$ cat config.mk
export PLATFORM = sky130hd
export DESIGN_NAME = sorted_priority_queue
export DESIGN_NICKNAME = d
export VERILOG_FILES = /design/src/hw/rtl/spq_pkg.sv /design/src/hw/rtl/spq_datapath.sv /design/src/hw/rtl/spq_controller.sv /design/src/hw/rtl/sorted_priority_queue.sv
export SDC_FILE = /design/constraint.sdc
export NUM_CORES = 2
export LEC_CHECK = 0
export BUFFER_PORTS_ARGS = -buffer_cell sky130_fd_sc_hd__buf_4
export CAP_MARGIN = 30
export CORE_AREA = 2 2 308 310
export CTS_BUF_LIST = sky130_fd_sc_hd__clkbuf_16
export CTS_CLUSTER_SIZE = 8
export DETAILED_ROUTE_END_ITERATION = 10
export DIE_AREA = 0 0 310 312
export PLACE_DENSITY_LB_ADDON = 0.3
export SKIP_LAST_GASP = 1
export SYNTH_ARGS = -nofsm -noshare
export SYNTH_HDL_FRONTEND = slang
export SYNTH_SLANG_ARGS = --single-unit
$ cat constraint.sdc
create_clock -name i_clk -period 22.7 [get_ports i_clk]
set_input_delay 4.54 -clock i_clk [delete_from_list [all_inputs] [get_ports i_clk]]
set_output_delay 4.54 -clock i_clk [all_outputs]
set_load 0.01 [all_outputs]
$ cat src/hw/rtl/spq_pkg.sv
`default_nettype none
// ----------------------------------------------------------------------------
// spq_pkg
// shared beat types, command codes and status codes for the priority queue
// ----------------------------------------------------------------------------
package spq_pkg;

    localparam logic CMD_PUSH = 1'b0;
    localparam logic CMD_POP  = 1'b1;

    localparam logic [1:0] STATUS_OK    = 2'd0;
    localparam logic [1:0] STATUS_FULL  = 2'd1;
    localparam logic [1:0] STATUS_EMPTY = 2'd2;

    typedef struct packed {
        logic               command;
        logic signed [31:0] item_value;
        logic signed [31:0] item_priority;
    } t_in_beat;

    typedef struct packed {
        logic signed [31:0] removed_value;
        logic signed [31:0] removed_priority;
        logic               removed_valid;
        logic [4:0]         entry_count;
        logic [1:0]         status;
    } t_out_beat;

    typedef struct packed {
        logic push;
        logic pop;
        logic load;
    } t_dp_cmd;

endpackage
`default_nettype wire

$ cat src/hw/rtl/spq_datapath.sv
`default_nettype none
// ----------------------------------------------------------------------------
// spq_datapath
// sorted shift cells with parallel priority compare, lowest-priority entry kept in cell 0,
// plus the registered removed-entry fields of the result beat
// ----------------------------------------------------------------------------
module spq_datapath import spq_pkg::*; #(
    parameter int QUEUE_DEPTH = 16,
    parameter int CW          = $clog2(QUEUE_DEPTH + 1)
) (
    input  wire logic               i_clk,
    input  wire t_dp_cmd            i_cmd,
    input  wire logic [CW-1:0]      i_count,
    input  wire logic signed [31:0] i_value,
    input  wire logic signed [31:0] i_priority,
    output logic signed [31:0]      o_removed_value,
    output logic signed [31:0]      o_removed_priority,
    output logic                    o_removed_valid
);

    logic signed [31:0] r_val [QUEUE_DEPTH];
    logic signed [31:0] r_pri [QUEUE_DEPTH];
    logic signed [31:0] n_val [QUEUE_DEPTH];
    logic signed [31:0] n_pri [QUEUE_DEPTH];
    logic [QUEUE_DEPTH-1:0] lt;

    logic signed [31:0] r_rm_val;
    logic signed [31:0] r_rm_pri;
    logic               r_rm_valid;

    // cell i holds a live entry below the incoming priority
    always_comb begin
        for (int i = 0; i < QUEUE_DEPTH; i++) begin
            lt[i] = (CW'(i) < i_count) && (r_pri[i] < i_priority);
        end
    end

    always_comb begin
        for (int i = 0; i < QUEUE_DEPTH; i++) begin
            n_val[i] = r_val[i];
            n_pri[i] = r_pri[i];
            if (i_cmd.push) begin
                if (lt[i]) begin
                    n_val[i] = r_val[i];
                    n_pri[i] = r_pri[i];
                end else if (i == 0) begin
                    n_val[i] = i_value;
                    n_pri[i] = i_priority;
                end else if (lt[i-1]) begin
                    n_val[i] = i_value;
                    n_pri[i] = i_priority;
                end else begin
                    n_val[i] = r_val[i-1];
                    n_pri[i] = r_pri[i-1];
                end
            end else if (i_cmd.pop && (i < QUEUE_DEPTH - 1)) begin
                n_val[i] = r_val[i+1];
                n_pri[i] = r_pri[i+1];
            end
        end
    end

    always_ff @(posedge i_clk) begin
        for (int i = 0; i < QUEUE_DEPTH; i++) begin
            r_val[i] <= n_val[i];
            r_pri[i] <= n_pri[i];
        end
        if (i_cmd.load) begin
            r_rm_val   <= i_cmd.pop ? r_val[0] : 32'sd0;
            r_rm_pri   <= i_cmd.pop ? r_pri[0] : 32'sd0;
            r_rm_valid <= i_cmd.pop;
        end
    end

    assign o_removed_value    = r_rm_val;
    assign o_removed_priority = r_rm_pri;
    assign o_removed_valid    = r_rm_valid;

endmodule
`default_nettype wire

$ cat src/hw/rtl/spq_controller.sv
`default_nettype none
// ----------------------------------------------------------------------------
// spq_controller
// handshake control, entry count, status decode and datapath commands
// ----------------------------------------------------------------------------
module spq_controller import spq_pkg::*; #(
    parameter int QUEUE_DEPTH = 16,
    parameter int CW          = $clog2(QUEUE_DEPTH + 1)
) (
    input  wire logic          i_clk,
    input  wire logic          i_rst_n,
    input  wire logic          i_in_valid,
    input  wire logic          i_command,
    output logic               o_in_ready,
    output logic               o_out_valid,
    input  wire logic          i_out_ready,
    output t_dp_cmd            o_cmd,
    output logic [CW-1:0]      o_count,
    output logic [1:0]         o_status
);

    typedef enum logic {
        ST_IDLE,
        ST_HOLD
    } t_state;

    t_state        r_state, n_state;
    logic [CW-1:0] r_count, n_count;
    logic [1:0]    r_status, n_status;
    logic          accept, full, empty;

    assign full   = (r_count == CW'(QUEUE_DEPTH));
    assign empty  = (r_count == '0);
    assign accept = i_in_valid && o_in_ready;

    always_comb begin
        o_cmd.load = accept;
        o_cmd.push = accept && (i_command == CMD_PUSH) && !full;
        o_cmd.pop  = accept && (i_command == CMD_POP) && !empty;
        n_count    = r_count;
        n_status   = r_status;
        if (accept) begin
            if (i_command == CMD_PUSH) begin
                n_status = full ? STATUS_FULL : STATUS_OK;
                if (!full) n_count = r_count + 1'b1;
            end else begin
                n_status = empty ? STATUS_EMPTY : STATUS_OK;
                if (!empty) n_count = r_count - 1'b1;
            end
        end
        case (r_state)
            ST_IDLE: n_state = accept ? ST_HOLD : ST_IDLE;
            ST_HOLD: n_state = (accept || !i_out_ready) ? ST_HOLD : ST_IDLE;
            default: n_state = ST_IDLE;
        endcase
    end

    always_ff @(posedge i_clk) begin
        if (!i_rst_n) begin
            r_state <= ST_IDLE;
            r_count <= '0;
        end else begin
            r_state <= n_state;
            r_count <= n_count;
        end
        r_status <= n_status;
    end

    // no beat is taken while reset is held
    assign o_in_ready  = i_rst_n && ((r_state == ST_IDLE) || i_out_ready);
    assign o_out_valid = (r_state == ST_HOLD);
    assign o_count     = r_count;
    assign o_status    = r_status;

endmodule
`default_nettype wire

$ cat src/hw/rtl/sorted_priority_queue.sv
`default_nettype none
// ----------------------------------------------------------------------------
// sorted_priority_queue
// sorted-list priority queue of up to QUEUE_DEPTH value/priority entries
// ----------------------------------------------------------------------------
// usage:
//   input channel (i_in_valid / o_in_ready / i_in_beat) carries push or pop
//   commands; every accepted beat yields exactly one result beat on the
//   output channel (o_out_valid / i_out_ready / o_out_beat)
//   push inserts ahead of all entries of equal or higher priority; a push into
//   a full queue is refused with status full and no change
//   pop removes the lowest-priority, latest entry; a pop on an empty queue
//   returns status empty with zeroed removed fields
//   a result is valid in the cycle after its accept; throughput is 1 beat
//   per cycle unless the receiver stalls, via parallel compare and shift of the cells
//   the output register holds a result while the receiver stalls; a new
//   command is taken in the same cycle the held result is taken
//   reset clears the count and output valid; cell contents need no clearing
// ----------------------------------------------------------------------------
module sorted_priority_queue import spq_pkg::*; #(
    parameter int QUEUE_DEPTH = 16
) (
    input  wire logic      i_clk,
    input  wire logic      i_rst_n,
    input  wire logic      i_in_valid,
    output logic           o_in_ready,
    input  wire t_in_beat  i_in_beat,
    output logic           o_out_valid,
    input  wire logic      i_out_ready,
    output t_out_beat      o_out_beat
);

    localparam int CW = $clog2(QUEUE_DEPTH + 1);

    t_dp_cmd       cmd;
    logic [CW-1:0] count;
    logic [1:0]    status;

    spq_controller #(
        .QUEUE_DEPTH (QUEUE_DEPTH),
        .CW          (CW)
    ) u_ctrl (
        .i_clk       (i_clk),
        .i_rst_n     (i_rst_n),
        .i_in_valid  (i_in_valid),
        .i_command   (i_in_beat.command),
        .o_in_ready  (o_in_ready),
        .o_out_valid (o_out_valid),
        .i_out_ready (i_out_ready),
        .o_cmd       (cmd),
        .o_count     (count),
        .o_status    (status)
    );

    spq_datapath #(
        .QUEUE_DEPTH (QUEUE_DEPTH),
        .CW          (CW)
    ) u_dp (
        .i_clk              (i_clk),
        .i_cmd              (cmd),
        .i_count            (count),
        .i_value            (i_in_beat.item_value),
        .i_priority         (i_in_beat.item_priority),
        .o_removed_value    (o_out_beat.removed_value),
        .o_removed_priority (o_out_beat.removed_priority),
        .o_removed_valid    (o_out_beat.removed_valid)
    );

    assign o_out_beat.entry_count = 5'(count);
    assign o_out_beat.status      = status;

endmodule
`default_nettype wire
* Word level (Yosys, flattened, before mapping)
Memories as Yosys holds them, arrays and structs flattened. Cells that the tools add are included. W data, S select, Z words.
Word-level totals: register bits after elaboration 73, memory bits (writable) 1024, bits of input ports 69, output and inout port bits 74, word-level logic and storage cells 209, memories 2
Memory list:
- u_dp.r_pri | words 16, bits a word 32, rd ports 16, clocked after memory_dff 0, write ports 16, RTL line spq_datapath.sv:22 | logic signed [31:0] r_pri [QUEUE_DEPTH];
- u_dp.r_val | words 16, bits a word 32, rd ports 16, clocked after memory_dff 0, write ports 16, RTL line spq_datapath.sv:21 | logic signed [31:0] r_val [QUEUE_DEPTH];
Cells by class: add/sub/neg operators 2, order comparisons 32, eq/ne operators 3, muxes and demuxes 133, bitwise operators 2, reductions and logical operators 29
Operator list (number):
- $mux W32 | 124
- $lt A32 B32 Y1 | 16
- $lt A4 B5 Y1 const A | 8
- $logic_and A1 B1 Y1 | 22
- $lt A3 B5 Y1 const A | 4
- $mux W5 | 3
- $lt A1 B5 Y1 const A | 2
- $lt A2 B5 Y1 const A | 2
- $add A5 B1 Y5 const B | 1
- $eq A5 B5 Y1 const B | 1
- $logic_not A5 Y1 | 1
- $sub A5 B1 Y5 const B | 1
- $mux W2 | 2
- $ne A2 B2 Y1 const B | 2
- $logic_not A1 Y1 | 3
- $mux W1 | 3
- $reduce_and A3 Y1 | 1
- $logic_or A1 B1 Y1 | 2
- $not A1 Y1 | 2
- $pmux W1 S2 | 1

* Logic depth before layout (Yosys ltp)
word-level depth 8, mapped depth 14, mapped depth without buffers 10

* By module
Synthesis repeated with hierarchy kept, for this count alone.
Unflattened totals: cell total of the unflattened synthesis 6267, area, all modules 66196.0 um2
Modules (own cells, without submodules):
- spq_datapath | instances 1, cells an instance 6210, area each 65658.0 um2, sequential area each 32701.4 um2
- spq_controller | instances 1, cells an instance 57, area each 538.0 um2, sequential area each 180.2 um2

* Worst setup path before layout
No wires, ideal clock.
path type input port to flip-flop, start in i_in_beat[2] in the netlist's numbering, end mem u_dp.r_pri[1][0], in the netlist u_dp.r_pri[0][32], enable pin, setup time 574 ps, arrival 11632 ps, required time 22126 ps, path slack 10493 ps, cell stages on the path 12, buffers on the path 3, cells stage by stage clkbuf_1 > inv_1 > ha_1 > a211oi_1 > o21ai_0 > a2111oi_1 > a21oi_1 > or4_1 > o211a_1 > buf_4 > buf_4 > o21ai_0
RTL lines:
- start, declared | RTL line sorted_priority_queue.sv:27 | input wire t_in_beat i_in_beat,
- end, declared | RTL line spq_datapath.sv:22

* Final worst setup path
start in i_out_ready, end out o_in_ready
Between the ends: cells in the longest elaborated chain, start to end 2
Ends and longest elaborated chain:
- start, declared | RTL line sorted_priority_queue.sv:29 | input wire logic i_out_ready,
- $logic_or A1 B1 Y1 | RTL line spq_controller.sv:70 | assign o_in_ready = i_rst_n && ((r_state == ST_IDLE) || i_out_ready);
- $logic_and A1 B1 Y1 | RTL line spq_controller.sv:70
- end, declared | RTL line sorted_priority_queue.sv:26 | output logic o_in_ready,
No other way between the ends.

==> results.toml <==
[worst_setup_path]
worst-setup-path-type = "input pin to output pin"
cp.depth = 4
crit_fanout = 2
path_delay_family = "simple AND/OR/NAND/NOR gates"
startpoint = "i_out_ready"
endpoint = "o_in_ready"
critPathSlowestCell = "and2_1"
crit_path_start_kind = "input pin"
worst-path-buf-inv = 2
r2r_setup_slack_ns = 17.07
reg2reg_from = "u_ctrl.o_count[1]"
crit_arrival_ns = 5.10
worst_r2r_path_depth = 11
critPathCaptureType = "output pin"
worstPathCellList = "buf_4 > nand2b_1 > and2_1 > buf_4"
max_stage_delay_ns = 0.17
r2r_end = "u_dp.r_val[2][37]"
required_ns = 18.16
crit_top_cell = "buf_4"

[place]
port_buffers = 142
place_congestion = 1.045
place_area_um2 = 65940
place_hpwl_mm = 129.5

[logic_synthesis]
netlist_area_um2 = 64150
synth_top_cell_by_area = "edfxtp_1"
yosysWarnings = 0
synth-async-reset-ratio_pct = 0
synth_ff_type = "edfxtp_1"
synth.area.top_cells = "edfxtp_1 (51%), ha_1 (9.7%), mux2i_1 (9.1%), nand2_1 (6.6%), o211ai_1 (3.9%)"
synth.top_cell.area_share_pct = 51.07
synth_area_per_cell_um2 = 10.80
synth_nets = 6509
synth-edff-count = 1091
synthDistinctLibCells = 63
yosysSeqAreaShare_pct = 51.26
synth_seq_cells = 1097
synthCells = 5941

[final_layout]
finalInstanceArea_um2 = 70380
fill_cells = 6036
area_growth_pct = 9.716
final_common_cell = "nand2_1"
drive_gt1_share_pct = 8.636
nets = 6462
layout_common_cells = "nand2_1 (1127), edfxtp_1 (1091), mux2i_1 (577), ha_1 (499), o21ai_0 (408)"

[global_routing]
grt_max_degree = 157
grt_pass1_vias = 49650
overflow = 0
antenna_found_initial = 13
grt_pass1_wl_mm = 306.4
track_usage_pct = 42.31

[timing]
fin_tns_setup_ns = 0
tightest_slew_ns = 1.043
period_needed_ns = 9.642
fin_skew_ns = 0.02897
relSlewSlack_pct = 30.45
max_freq_ghz = 0.1037
setup_viol = 0
rsz0062_at_grt = "no"
hold_viol = 0
drv_slew = 0
post-route-period-util_pct = 42.48

[outcome]
run_status = "complete, no violations"

[power_and_ir_drop]
power_leakage_uw = 0.02672
power.density_nw_per_um2 = 76.24
irDropWorstVdd_v = 0.00006772

[detailed_routing]
drt_wl_total_mm = 207.5
firstDrtPassIters = 7
wl_per_cell_um = 28.86
via_per_inst = 7.227
drc = 0
postRouteAntennaNets = 0
drtIter0Drc = 9260
vias = 51960

[die]
dieArea_um2 = 96720
die_x_um = 310
rows = 112
design.core.area_um2 = 93050
chipHeight_um = 312
io_pins = 143
start_util_pct = 68.94

[cts]
cts_setup_buffers = 0
clk_latency_ns = 0.77
htree_levels = 4
clk_pin_slew_ns = 0.05
cts.path.max_buffers = 3
cts_sinks = 1097
ctsRootBufferMaster = "clkbuf_16"
cts_tree = "yes"
hold_buffers = 0
cts_buffers = 155
ctsResizeCount = 0

[run]
max_cap_viol_count = 0

[worst_hold_path]
hold_path_class = "register to register"
holdPathStages = 2
-- worst register-to-register path: stages (launching register included) --
cell      delay (ns)
dfxtp_1         0.81
inv_1           0.22
ha_1            0.27
nand2b_1        0.12
nor2_1          0.08
and2_1          0.23
or3_4           0.64
buf_4           0.51
buf_4           0.31
buf_16          0.22
o21ai_4         0.83
buf_4           0.87
-- report_power, final --
part	leakage (µW)	internal, µW	switching [µW]
Clock	0.00215	1230	874
Sequential	0.0101	2390	91.0
Combinational	0.0145	255	529
-- metrics by stage --
| step | power [µW] | utilization, % | hold WS, ns | instances | setup slack, ns |
|---|---|---|---|---|---|
| 2_1_floorplan | 2976 | - | 0.5142 | 5941 | 10.49 |
| 3_3_place_gp | 3212 | 70.68 | 0.4836 | 6977 | 12.88 |
| 3_5_place_dp | 3249 | 70.87 | 0.5249 | 6984 | 12.78 |
| 4_1_cts | 5319 | 75.41 | 0.5326 | 7176 | 13.06 |
| 5_1_grt | 5491 | 75.63 | 0.5528 | 7186 | 13.03 |
| 6_report | 5366 | 75.63 | 0.5306 | 7189 | 13.06 |
-- kinds of logic after synthesis --
| logic type | synth area share, % |
|---|---|
| AND/OR/NAND/NOR | 12.52 |
| AO/OA/AOI/OAI | 12.75 |
| flip-flops | 51.26 |
| multiplexers | 10.35 |
| adder cells (fa/ha/maj) | 9.733 |
| buffers and inverters | 3.355 |
| XOR/XNOR | 0.04097 |
-- layer usage --
metal / wire length [µm] / part of all wire [%] / track usage [%] / vias up
met2: 88850 / 43 / 60.95 / 4359
met4: 12990 / 6.3 / 24.75 / 14
met5: 96 / 0.046 / 0 / -
li1: - / - / - / 22180
met3: 30340 / 15 / 11.32 / 807
met1: 75190 / 36 / 57.85 / 24600
-- cell usage after synthesis (70+ instances only) --
master / count
edfxtp_1: 1091
nand2_1: 1133
and2_1: 70
o21ai_0: 416
clkbuf_1: 330
o211ai_1: 334
a21oi_1: 207
mux2i_1: 585
nand3_1: 359
o21ai_1: 191
nand4_1: 77
nor2_1: 114
ha_1: 499
-- worst min-delay path by stage --
| stage | endpoint | slack, ns | start |
|---|---|---|---|
| global placement | u_ctrl.o_out_valid | 0.48 | u_ctrl.o_out_valid |
| finish | u_dp.r_val[7][28] | 0.53 | u_dp.r_val[7][60] |
| floorplan | u_dp.r_val[7][0] | 0.51 | u_dp.r_val[7][32] |
| detailed placement | u_dp.r_val[7][30] | 0.52 | u_dp.r_val[7][62] |
| CTS | u_dp.r_val[7][28] | 0.53 | u_dp.r_val[7][60] |
| global route | u_dp.r_val[7][28] | 0.55 | u_dp.r_val[7][60] |
-- cell type report --
type,instances,area [µm²],area share [%]
clock buffer,158,3954,5.618
tap,1254,1569,2.229
inverter,54,205.2,0.2916
multi-input combinational,4352,29430,41.82
timing repair buffer,234,2047,2.909
clock inverter,34,275.3,0.3911
antenna,6,15.01,0.02133
sequential,1097,32880,46.72
-- registers in the layout, summed over array words and instances, names as in the netlist --
name	count
u_dp.r_pri	512
u_dp.r_val	512
u_dp.o_removed_priority	32
u_dp.o_removed_value	32
u_ctrl.o_count	5
u_ctrl.o_status	2
u_ctrl.o_out_valid	1
u_dp.o_removed_valid	1
(Power assumes the default switching activity.)
